[config.mk]
export PLATFORM = sky130hd
export DESIGN_NAME = carpet_fractal_pixel_generator_flat
export DESIGN_NICKNAME = d
export VERILOG_FILES = /design/src/design/cfpg_pkg.sv /design/src/design/cfpg_if.sv /design/src/design/cfpg_level.sv /design/src/design/cfpg_colour.sv /design/src/design/carpet_fractal_pixel_generator.sv /design/src/flat_wrapper.sv
export SDC_FILE = /design/constraint.sdc
export NUM_CORES = 2
export LEC_CHECK = 0
export ABC_AREA = 1
export BUFFER_PORTS_ARGS = -buffer_cell sky130_fd_sc_hd__buf_4
export CAP_MARGIN = 10
export CORE_AREA = 4 4 305 381
export CTS_CLUSTER_SIZE = 20
export DETAILED_ROUTE_END_ITERATION = 8
export DIE_AREA = 0 0 309 385
export GPL_TIMING_DRIVEN = 1
export PLACE_DENSITY = 0.68
export SLEW_MARGIN = 40
export SYNTH_ARGS = -nofsm -noshare
export SYNTH_HDL_FRONTEND = slang
export SYNTH_SLANG_ARGS = --single-unit
export TNS_END_PERCENT = 20
[constraint.sdc]
create_clock -name clk -period 9.5 [get_ports clk]
set_clock_uncertainty 0.2 [all_clocks]
set_input_delay 1.425 -clock clk [delete_from_list [all_inputs] [get_ports clk]]
set_output_delay 1.425 -clock clk [all_outputs]
set_load 0.1 [all_outputs]
[src/design/cfpg_pkg.sv]
`timescale 1ns / 1ps
// Shared types, constants and the colour palette for the carpet fractal pixel generator.
// No dependencies; every other file of the block imports this package.
package cfpg_pkg;

  // Field and register widths
  localparam int COORD_BITS     = 12;
  localparam int MAX_LEVELS     = 8;
  localparam int BASE_BITS      = 3;
  localparam int WIDTH_BITS     = 13;
  localparam int FRAME_BITS     = 16;
  localparam int COLOUR_BITS    = 24;
  localparam int CFG_INDEX_BITS = 1;
  localparam int CFG_DATA_BITS  = 13;
  localparam int DIGIT_BITS     = 3;

  // Configuration register indexes
  typedef enum logic [CFG_INDEX_BITS-1:0] {
    REG_BASE         = 1'b0,
    REG_SCREEN_WIDTH = 1'b1
  } cfg_reg_t;

  // Base range and reset values
  localparam logic [BASE_BITS-1:0]  BASE_THREE   = BASE_BITS'(3);
  localparam logic [BASE_BITS-1:0]  BASE_FOUR    = BASE_BITS'(4);
  localparam logic [BASE_BITS-1:0]  BASE_FIVE    = BASE_BITS'(5);
  localparam logic [BASE_BITS-1:0]  BASE_RESET   = BASE_THREE;
  localparam logic [WIDTH_BITS-1:0] WIDTH_RESET  = WIDTH_BITS'(1024);

  // Reciprocal constants for coordinate division by three and by five
  localparam int DIV3_SHIFT = COORD_BITS + 1;
  localparam int DIV5_SHIFT = COORD_BITS + 2;
  localparam logic [COORD_BITS-1:0] DIV3_MULT = COORD_BITS'((2**DIV3_SHIFT + 2) / 3);
  localparam logic [COORD_BITS-1:0] DIV5_MULT = COORD_BITS'((2**DIV5_SHIFT + 4) / 5);
  localparam int PROD_BITS = 2 * COORD_BITS + 2;

  // Palette selection: frame / 16 picks the entry (mod 7), frame mod 16 scales it
  localparam int SCALE_BITS      = 4;
  localparam int GROUP_BITS      = FRAME_BITS - SCALE_BITS;
  localparam int PAL_INDEX_BITS  = 3;
  localparam int DIV7_SHIFT      = 15;
  localparam int DIV7_MULT_BITS  = 13;
  localparam logic [DIV7_MULT_BITS-1:0] DIV7_MULT = DIV7_MULT_BITS'((2**DIV7_SHIFT + 6) / 7);
  localparam int DIV7_PROD_BITS  = DIV7_SHIFT + GROUP_BITS;
  localparam int TINT_BITS       = COLOUR_BITS + SCALE_BITS;

  // One item as it moves through the level stages
  typedef struct packed {
    logic [COORD_BITS-1:0] x_rem;
    logic [COORD_BITS-1:0] y_rem;
    logic [WIDTH_BITS-1:0] unit;
    logic                  live;
    logic                  hit;
    logic [FRAME_BITS-1:0] frame;
  } level_t;

  function automatic logic [COLOUR_BITS-1:0] palette_entry(
    input logic [PAL_INDEX_BITS-1:0] idx
  );
    logic [COLOUR_BITS-1:0] entry;
    case (idx)
      3'd0:    entry = 24'h110000;
      3'd1:    entry = 24'h111100;
      3'd2:    entry = 24'h001100;
      3'd3:    entry = 24'h001111;
      3'd4:    entry = 24'h000011;
      3'd5:    entry = 24'h110011;
      3'd6:    entry = 24'h111111;
      default: entry = '0;
    endcase
    return entry;
  endfunction

endpackage

[src/design/cfpg_if.sv]
`timescale 1ns / 1ps
// Valid/ready stream interfaces for pixel requests and colour results.
// Depends on cfpg_pkg for field widths.
interface cfpg_pixel_if;
  import cfpg_pkg::*;

  logic                  valid;
  logic                  ready;
  logic [COORD_BITS-1:0] pixel_x;
  logic [COORD_BITS-1:0] pixel_y;
  logic [FRAME_BITS-1:0] frame;

  modport source (output valid, output pixel_x, output pixel_y, output frame, input ready);
  modport sink   (input valid, input pixel_x, input pixel_y, input frame, output ready);
endinterface

interface cfpg_result_if;
  import cfpg_pkg::*;

  logic                   valid;
  logic                   ready;
  logic [COLOUR_BITS-1:0] colour;
  logic                   in_pattern;

  modport source (output valid, output colour, output in_pattern, input ready);
  modport sink   (input valid, input colour, input in_pattern, output ready);
endinterface

[src/design/cfpg_level.sv]
`timescale 1ns / 1ps
// One carpet level: peels base-k digit j off both coordinates and tests it.
// Depends on cfpg_pkg for level_t and the reciprocal constants.
module cfpg_level (
  input  logic                           clk,
  input  logic                           rst,
  input  logic [cfpg_pkg::BASE_BITS-1:0]  base,
  input  logic [cfpg_pkg::WIDTH_BITS-1:0] screen_width,
  input  logic                           up_valid,
  output logic                           up_ready,
  input  cfpg_pkg::level_t               up_data,
  output logic                           dn_valid,
  input  logic                           dn_ready,
  output cfpg_pkg::level_t               dn_data
);
  import cfpg_pkg::*;

  localparam int SIDE_BITS = WIDTH_BITS + BASE_BITS;
  localparam int QK_BITS   = COORD_BITS + BASE_BITS;

  // Split a coordinate into quotient and remainder by the base
  function automatic logic [COORD_BITS+DIGIT_BITS-1:0] split_digit(
    input logic [COORD_BITS-1:0] v,
    input logic [BASE_BITS-1:0]  k
  );
    logic [COORD_BITS-1:0] recip;
    logic [PROD_BITS-1:0]  prod;
    logic [COORD_BITS-1:0] q;
    logic [QK_BITS-1:0]    qk;
    logic [QK_BITS-1:0]    diff;
    recip = (k == BASE_THREE) ? DIV3_MULT : DIV5_MULT;
    prod  = PROD_BITS'(v) * PROD_BITS'(recip);
    case (k)
      BASE_THREE: begin
        q  = prod[DIV3_SHIFT +: COORD_BITS];
        qk = (QK_BITS'(q) << 1) + QK_BITS'(q);
      end
      BASE_FOUR: begin
        q  = v >> 2;
        qk = QK_BITS'(q) << 2;
      end
      default: begin
        q  = prod[DIV5_SHIFT +: COORD_BITS];
        qk = (QK_BITS'(q) << 2) + QK_BITS'(q);
      end
    endcase
    diff = QK_BITS'(v) - qk;
    return {q, diff[DIGIT_BITS-1:0]};
  endfunction

  logic [SIDE_BITS-1:0]  side;
  logic                  counts;
  logic [COORD_BITS-1:0] qx, qy;
  logic [DIGIT_BITS-1:0] dx, dy;
  logic                  x_inner, y_inner;
  level_t                next;

  // Level side and digit test
  always_comb begin
    side     = SIDE_BITS'(up_data.unit) * SIDE_BITS'(base);
    counts   = up_data.live && (side < SIDE_BITS'(screen_width));
    {qx, dx} = split_digit(up_data.x_rem, base);
    {qy, dy} = split_digit(up_data.y_rem, base);
    x_inner  = (dx != '0) && (dx < (base - BASE_BITS'(1)));
    y_inner  = (dy != '0) && (dy < (base - BASE_BITS'(1)));

    next       = up_data;
    next.x_rem = qx;
    next.y_rem = qy;
    next.unit  = side[WIDTH_BITS-1:0];
    next.live  = counts;
    next.hit   = up_data.hit | (counts & x_inner & y_inner);
  end

  assign up_ready = !dn_valid || dn_ready;

  // Advance the stage register when downstream has room
  always_ff @(posedge clk) begin
    if (rst) begin
      dn_valid <= 1'b0;
    end else if (up_ready) begin
      dn_valid <= up_valid;
    end
  end

  always_ff @(posedge clk) begin
    if (up_ready && up_valid) begin
      dn_data <= next;
    end
  end

endmodule

[src/design/cfpg_colour.sv]
`timescale 1ns / 1ps
// Colour stages: palette index and brightness, then the tinted output register.
// Depends on cfpg_pkg and the result interface in cfpg_if.sv.
module cfpg_colour (
  input  logic             clk,
  input  logic             rst,
  input  logic             up_valid,
  output logic             up_ready,
  input  cfpg_pkg::level_t up_data,
  cfpg_result_if.source    result
);
  import cfpg_pkg::*;

  localparam int Q7X_BITS = GROUP_BITS + 3;

  logic [GROUP_BITS-1:0]     group;
  logic [DIV7_PROD_BITS-1:0] prod7;
  logic [GROUP_BITS-1:0]     q7;
  logic [Q7X_BITS-1:0]       rem7;
  logic                      a_valid;
  logic                      a_ready;
  logic                      a_hit;
  logic [PAL_INDEX_BITS-1:0] a_idx;
  logic [SCALE_BITS-1:0]     a_scale;
  logic [TINT_BITS-1:0]      tint;

  // Palette index: (frame / 16) mod 7 through a reciprocal multiply
  always_comb begin
    group = up_data.frame[FRAME_BITS-1 -: GROUP_BITS];
    prod7 = DIV7_PROD_BITS'(group) * DIV7_PROD_BITS'(DIV7_MULT);
    q7    = prod7[DIV7_SHIFT +: GROUP_BITS];
    rem7  = Q7X_BITS'(group) - ((Q7X_BITS'(q7) << 3) - Q7X_BITS'(q7));
  end

  assign a_ready  = !result.valid || result.ready;
  assign up_ready = !a_valid || a_ready;

  always_ff @(posedge clk) begin
    if (rst) begin
      a_valid <= 1'b0;
    end else if (up_ready) begin
      a_valid <= up_valid;
    end
  end

  always_ff @(posedge clk) begin
    if (up_ready && up_valid) begin
      a_hit   <= up_data.hit;
      a_idx   <= rem7[PAL_INDEX_BITS-1:0];
      a_scale <= up_data.frame[SCALE_BITS-1:0];
    end
  end

  // Scale the palette entry by the brightness step
  assign tint = TINT_BITS'(palette_entry(a_idx)) * TINT_BITS'(a_scale);

  // Hold the result until the transaction completes
  always_ff @(posedge clk) begin
    if (rst) begin
      result.valid <= 1'b0;
    end else if (a_ready) begin
      result.valid <= a_valid;
    end
  end

  always_ff @(posedge clk) begin
    if (a_ready && a_valid) begin
      result.colour     <= a_hit ? tint[COLOUR_BITS-1:0] : '0;
      result.in_pattern <= a_hit;
    end
  end

endmodule

[src/design/carpet_fractal_pixel_generator.sv]
`timescale 1ns / 1ps
// Carpet fractal pixel generator: one pixel (x, y, frame) in, one colour out, one
// transaction per clock sustained while the result is accepted: one register stage per
// carpet level, each a reciprocal multiply (a shift for base four) per coordinate that
// takes off one base-k digit, then a palette index stage and a tinted output register.
// Every stage holds under backpressure and collapses bubbles, so a stalled output still
// lets the pipeline fill. Write base and screen_width only while no transaction is in
// flight. Depends on cfpg_pkg, cfpg_if, cfpg_level and cfpg_colour.
module carpet_fractal_pixel_generator (
  input  logic                               clk,
  input  logic                               rst,
  input  logic                               cfg_write,
  input  logic [cfpg_pkg::CFG_INDEX_BITS-1:0] cfg_index,
  input  logic [cfpg_pkg::CFG_DATA_BITS-1:0]  cfg_data,
  cfpg_pixel_if.sink                         pixel,
  cfpg_result_if.source                      result
);
  import cfpg_pkg::*;

  logic [BASE_BITS-1:0]  base;
  logic [WIDTH_BITS-1:0] screen_width;
  logic [BASE_BITS-1:0]  eff_base;

  logic   lvl_valid [0:MAX_LEVELS];
  logic   lvl_ready [0:MAX_LEVELS];
  level_t lvl_data  [0:MAX_LEVELS];

  // Configuration registers
  always_ff @(posedge clk) begin
    if (rst) begin
      base         <= BASE_RESET;
      screen_width <= WIDTH_RESET;
    end else if (cfg_write) begin
      case (cfg_reg_t'(cfg_index))
        REG_BASE:         base         <= cfg_data[BASE_BITS-1:0];
        REG_SCREEN_WIDTH: screen_width <= cfg_data[WIDTH_BITS-1:0];
        default: ;
      endcase
    end
  end

  // Clamp the base to three through five
  always_comb begin
    if (base < BASE_THREE) begin
      eff_base = BASE_THREE;
    end else if (base > BASE_FIVE) begin
      eff_base = BASE_FIVE;
    end else begin
      eff_base = base;
    end
  end

  // Seed the level pipeline
  always_comb begin
    lvl_valid[0]       = pixel.valid;
    lvl_data[0].x_rem  = pixel.pixel_x;
    lvl_data[0].y_rem  = pixel.pixel_y;
    lvl_data[0].unit   = WIDTH_BITS'(1);
    lvl_data[0].live   = 1'b1;
    lvl_data[0].hit    = 1'b0;
    lvl_data[0].frame  = pixel.frame;
  end

  assign pixel.ready = lvl_ready[0];

  for (genvar j = 0; j < MAX_LEVELS; j++) begin : g_level
    cfpg_level u_level (
      .clk          (clk),
      .rst          (rst),
      .base         (eff_base),
      .screen_width (screen_width),
      .up_valid     (lvl_valid[j]),
      .up_ready     (lvl_ready[j]),
      .up_data      (lvl_data[j]),
      .dn_valid     (lvl_valid[j+1]),
      .dn_ready     (lvl_ready[j+1]),
      .dn_data      (lvl_data[j+1])
    );
  end

  cfpg_colour u_colour (
    .clk      (clk),
    .rst      (rst),
    .up_valid (lvl_valid[MAX_LEVELS]),
    .up_ready (lvl_ready[MAX_LEVELS]),
    .up_data  (lvl_data[MAX_LEVELS]),
    .result   (result)
  );

  // Pixels outside the pattern are black
  assert property (@(posedge clk) disable iff (rst)
    result.valid && !result.in_pattern |-> result.colour == '0)
    else $error("colour set on a pixel outside the pattern");

  // After the first level a counted item carries a unit equal to the base
  assert property (@(posedge clk) disable iff (rst)
    lvl_valid[1] && lvl_data[1].live |-> lvl_data[1].unit == WIDTH_BITS'(eff_base))
    else $error("first level unit differs from the base");

  // Input stalls only when the first level holds an item
  assert property (@(posedge clk) disable iff (rst)
    !pixel.ready |-> lvl_valid[1])
    else $error("input stalled with an empty first level");

endmodule
[src/flat_wrapper.sv]
// flat-port wrapper written by rule: the top's interface ports become plain ports
module carpet_fractal_pixel_generator_flat import cfpg_pkg::*;
  (clk, rst, cfg_write, cfg_index, cfg_data, pixel_valid, pixel_pixel_x, pixel_pixel_y, pixel_frame, pixel_ready, result_valid, result_colour, result_in_pattern, result_ready);
  cfpg_pixel_if pixel_i ();
  cfpg_result_if result_i ();
  input  logic clk;
  input  logic rst;
  input  logic cfg_write;
  input  logic [cfpg_pkg::CFG_INDEX_BITS-1:0] cfg_index;
  input  logic [cfpg_pkg::CFG_DATA_BITS-1:0] cfg_data;
  input wire logic [$bits(pixel_i.valid)-1:0] pixel_valid;
  input wire logic [$bits(pixel_i.pixel_x)-1:0] pixel_pixel_x;
  input wire logic [$bits(pixel_i.pixel_y)-1:0] pixel_pixel_y;
  input wire logic [$bits(pixel_i.frame)-1:0] pixel_frame;
  output wire logic [$bits(pixel_i.ready)-1:0] pixel_ready;
  output wire logic [$bits(result_i.valid)-1:0] result_valid;
  output wire logic [$bits(result_i.colour)-1:0] result_colour;
  output wire logic [$bits(result_i.in_pattern)-1:0] result_in_pattern;
  input wire logic [$bits(result_i.ready)-1:0] result_ready;
  assign pixel_i.valid = pixel_valid;
  assign pixel_i.pixel_x = pixel_pixel_x;
  assign pixel_i.pixel_y = pixel_pixel_y;
  assign pixel_i.frame = pixel_frame;
  assign pixel_ready = pixel_i.ready;
  assign result_valid = result_i.valid;
  assign result_colour = result_i.colour;
  assign result_in_pattern = result_i.in_pattern;
  assign result_i.ready = result_ready;
  carpet_fractal_pixel_generator u_core (.clk(clk), .rst(rst), .cfg_write(cfg_write), .cfg_index(cfg_index), .cfg_data(cfg_data), .pixel(pixel_i), .result(result_i));
endmodule
==> impl_metrics.py <==
metrics = {
    "run_status": {
        "status": "finished clean",
    },
    "synthesis": {
        "async_reset_ff_share_pct": 0,
        "syn_inst": 6986,
        "synth_top_cell_area_share_pct": 22.9,
        "synth_area_leaders": "fa_1 (23%), ha_1 (22%), edfxtp_1 (17%)",
        "yosysSeqAreaShare_pct": 18.4,
        "synth_most_common_cell": "inv_1",
        "syn_area_per_cell_um2": 8.48,
        "synth-seq-cells": 371,
        "yosysWarnings": 0,
        "synth_flop_cell": "edfxtp_1",
        "syn_area_um2": 59300,
        "synth.largest_area_cell": "fa_1",
        "synthTopCellsByCount": "inv_1 (1644), nand2_1 (1330), ha_1 (1050)",
        "ys_types": 62,
        "synth_edf_count": 345,
    },
    "setup_path": {
        "cpMostUsedCell": "nand2_1",
        "max_stage_delay_ns": 0.82,
        "r2r_start": "u_core.base[2]$_SDFFE_PP0P_",
        "endpoint_kind": "flip-flop",
        "critPathLaunchType": "flip-flop",
        "path_class": "reg2reg",
        "crit_arrival_ns": 8.40,
        "crit_start": "u_core.base[2]$_SDFFE_PP0P_",
        "critPathSlowestCell": "dfxtp_4",
        "cp_max_fo": 66,
        "required_ns": 9.78,
    },
    "die": {
        "fp.dieW_um": 309,
        "rows": 138,
        "chipHeight_um": 385,
        "ioPinCount": 86,
        "die_area_um2": 119000,
        "fp.coreArea_um2": 113000,
        "start_util_pct": 52.5,
    },
    "cts": {
        "h-tree-depth": 2,
        "hold_buffers": 0,
        "numCtsBuffers": 45,
        "clockBufferDepth": 3,
        "post-cts-setup-buffers": 0,
        "root_buffer": "clkbuf_16",
        "path_clk_slew_ns": 0.07,
        "cts_tree": "done",
        "worst_skew_pair.late_latency_ns": 0.62,
        "cts_sinks": 371,
        "ctsResizeCount": 0,
    },
    "sta": {
        "post-route-period-util_pct": 85.5,
        "hold_violations": 0,
        "worstMarginPinSlew_ns": 0.803,
        "max_freq_mhz": 123,
        "maxSlewViolCount": 0,
        "slew_headroom_pct": 46.2,
        "setup_tns_ns": 0,
        "period_needed_ns": 8.12,
        "rsz0062_at_grt": "no",
        "finalSetupViolCount": 0,
    },
    "detailed_routing": {
        "drc_errors": 0,
        "totalWireLength_um": 138000,
        "dr.pass1.iters": 5,
        "drt_iter0_markers": 2343,
        "ant_nets": 0,
        "vias_per_cell": 5.27,
        "num_vias": 45000,
        "wl_per_cell_um": 16.2,
    },
    "placement": {
        "gp_congestion": 0.906,
        "dpl_cell_area_um2": 61600,
        "port_buffers": 85,
        "place_hpwl_um": 116000,
    },
    "finish": {
        "final_cell_area_um2": 63200,
        "drive_gt1_share_pct": 3.68,
        "nNetsFinal": 8822,
        "syn_to_final_growth_pct": 6.60,
        "fillCellCount": 10200,
    },
    "global_routing": {
        "grt_pass1_wl_um": 228000,
        "antenna_found_initial": 1,
        "grt_usage_pct": 23.6,
        "grt_max_degree": 103,
        "grt.overflow.total": 0,
        "grt_pass1_vias": 46500,
    },
    "run": {
        "cap_violations": 0,
    },
    "hold_path": {
        "hp-class": "reg2reg",
        "hold_start": "u_core.g_level[6].u_level.dn_data[13]$_DFFE_PP_",
    },
}
==> cells by family (layout without fill, tap and decap cells) <==
kind of cell / count (synthesis) / after routing / share of synthesized area [%]
AO/OA/AOI/OAI: 794 / 794 / 7.74
XOR/XNOR: 163 / 163 / 2.43
adder cells (fa/ha/maj): 1728 / 1728 / 45.1
buffers and inverters: 1818 / 1847 / 11.7
flip-flops: 371 / 371 / 18.4
other: 2 / 60 / 0.0127
AND/OR/NAND/NOR: 2110 / 2110 / 14.7
==> state kept, by name, summed over array words and instances, names as in the netlist <==
register	count
u_core.u_colour.a_hit	1
u_core.u_colour.a_valid	1
u_core.g_level.u_level.dn_valid	8
u_core.base	3
u_core.u_colour.a_idx	3
u_core.g_level.u_level.dn_data	324
u_core.u_colour.result.valid	1
u_core.u_colour.a_scale	4
u_core.screen_width	13
u_core.u_colour.result.colour	12
u_core.u_colour.result.in_pattern	1
==> worst max-delay path, delay by kind of cell (launching register included) <==
kind,cells,cell delay (ns)
and+or+nand+nor,9,0.78
adders and majority gates,9,3.71
xor gates and xnor gates,2,0.43
AOI/OAI and AO/OA,6,1.07
buffers and inverters,6,0.93
DFF,1,0.82
==> per-layer routing <==
metal / track usage [%] / share of wire [%]
met1: 28.0 / 40
met2: 44.8 / 53
met3: 1.93 / 3.4
met4: 7.92 / 3.6
met5: 0 / 0
==> final timing paths <==
kind | cells after the start | slack (ns) | to
worst min register to register | 0 | 0.21 | u_core.g_level[7].u_level.dn_data[13]$_DFFE_PP_
worst max-delay path | 32 | 1.38 | u_core.g_level[2].u_level.dn_data[16]$_DFFE_PP_
worst max register to register | 32 | 1.38 | u_core.g_level[2].u_level.dn_data[16]$_DFFE_PP_
worst min-delay path | 0 | 0.21 | u_core.g_level[7].u_level.dn_data[13]$_DFFE_PP_
==> area by class of cell <==
cell class	count	area, µm²	share of cell area (%)
Sequential cell	371	10900	17.2
Tap cell	1470	1840	2.91
Antenna cell	2	5.00	0.00792
Multi-Input combinational cell	4853	41800	66.1
Timing Repair Buffer	113	865	1.37
Clock inverter	26	359	0.568
Inverter	1651	6200	9.81
Clock buffer	57	1250	1.98
==> layout by cell type (no fill, tap or decap), types with 6 or more instances in the layout <==
cell       count
o21a_1        11
clkbuf_16     47
inv_1       1640
a31oi_1        9
nand2_1     1328
clkbuf_1       6
or2_1          8
nor3_1        42
a211oi_1      20
nor2_4         7
o221ai_1      44
fa_1         678
nand2_2        9
a21oi_1      360
edfxtp_1     345
conb_1        58
nor4_1        16
or2_2         17
inv_2         10
o21ai_0      212
ha_1        1050
nand4_1       41
o211ai_1      45
nor2_1       350
a21o_1        23
buf_4        111
dfxtp_1       25
o21bai_1      20
nand3_1      233
o21ai_1       13
nand3b_1      32
xnor2_1       51
xor2_1       109
==> stage by stage <==
stage / setup slack [ns] / instances / hold slack, ns / utilization, %
after detailed placement: 1.40 / 8458 / 0.205 / 54.5
after floorplan: 1.20 / 7042 / 0.200 / -
after global placement: 1.43 / 8458 / 0.201 / 54.5
after global routing: 0.865 / 8541 / 0.216 / 55.9
after CTS: 1.38 / 8541 / 0.210 / 55.9
final: 1.38 / 8543 / 0.211 / 56.0
Power is left out: the tool's default activity adds up to more than one toggle a clock period on the data nets, which glitch-free logic cannot reach.
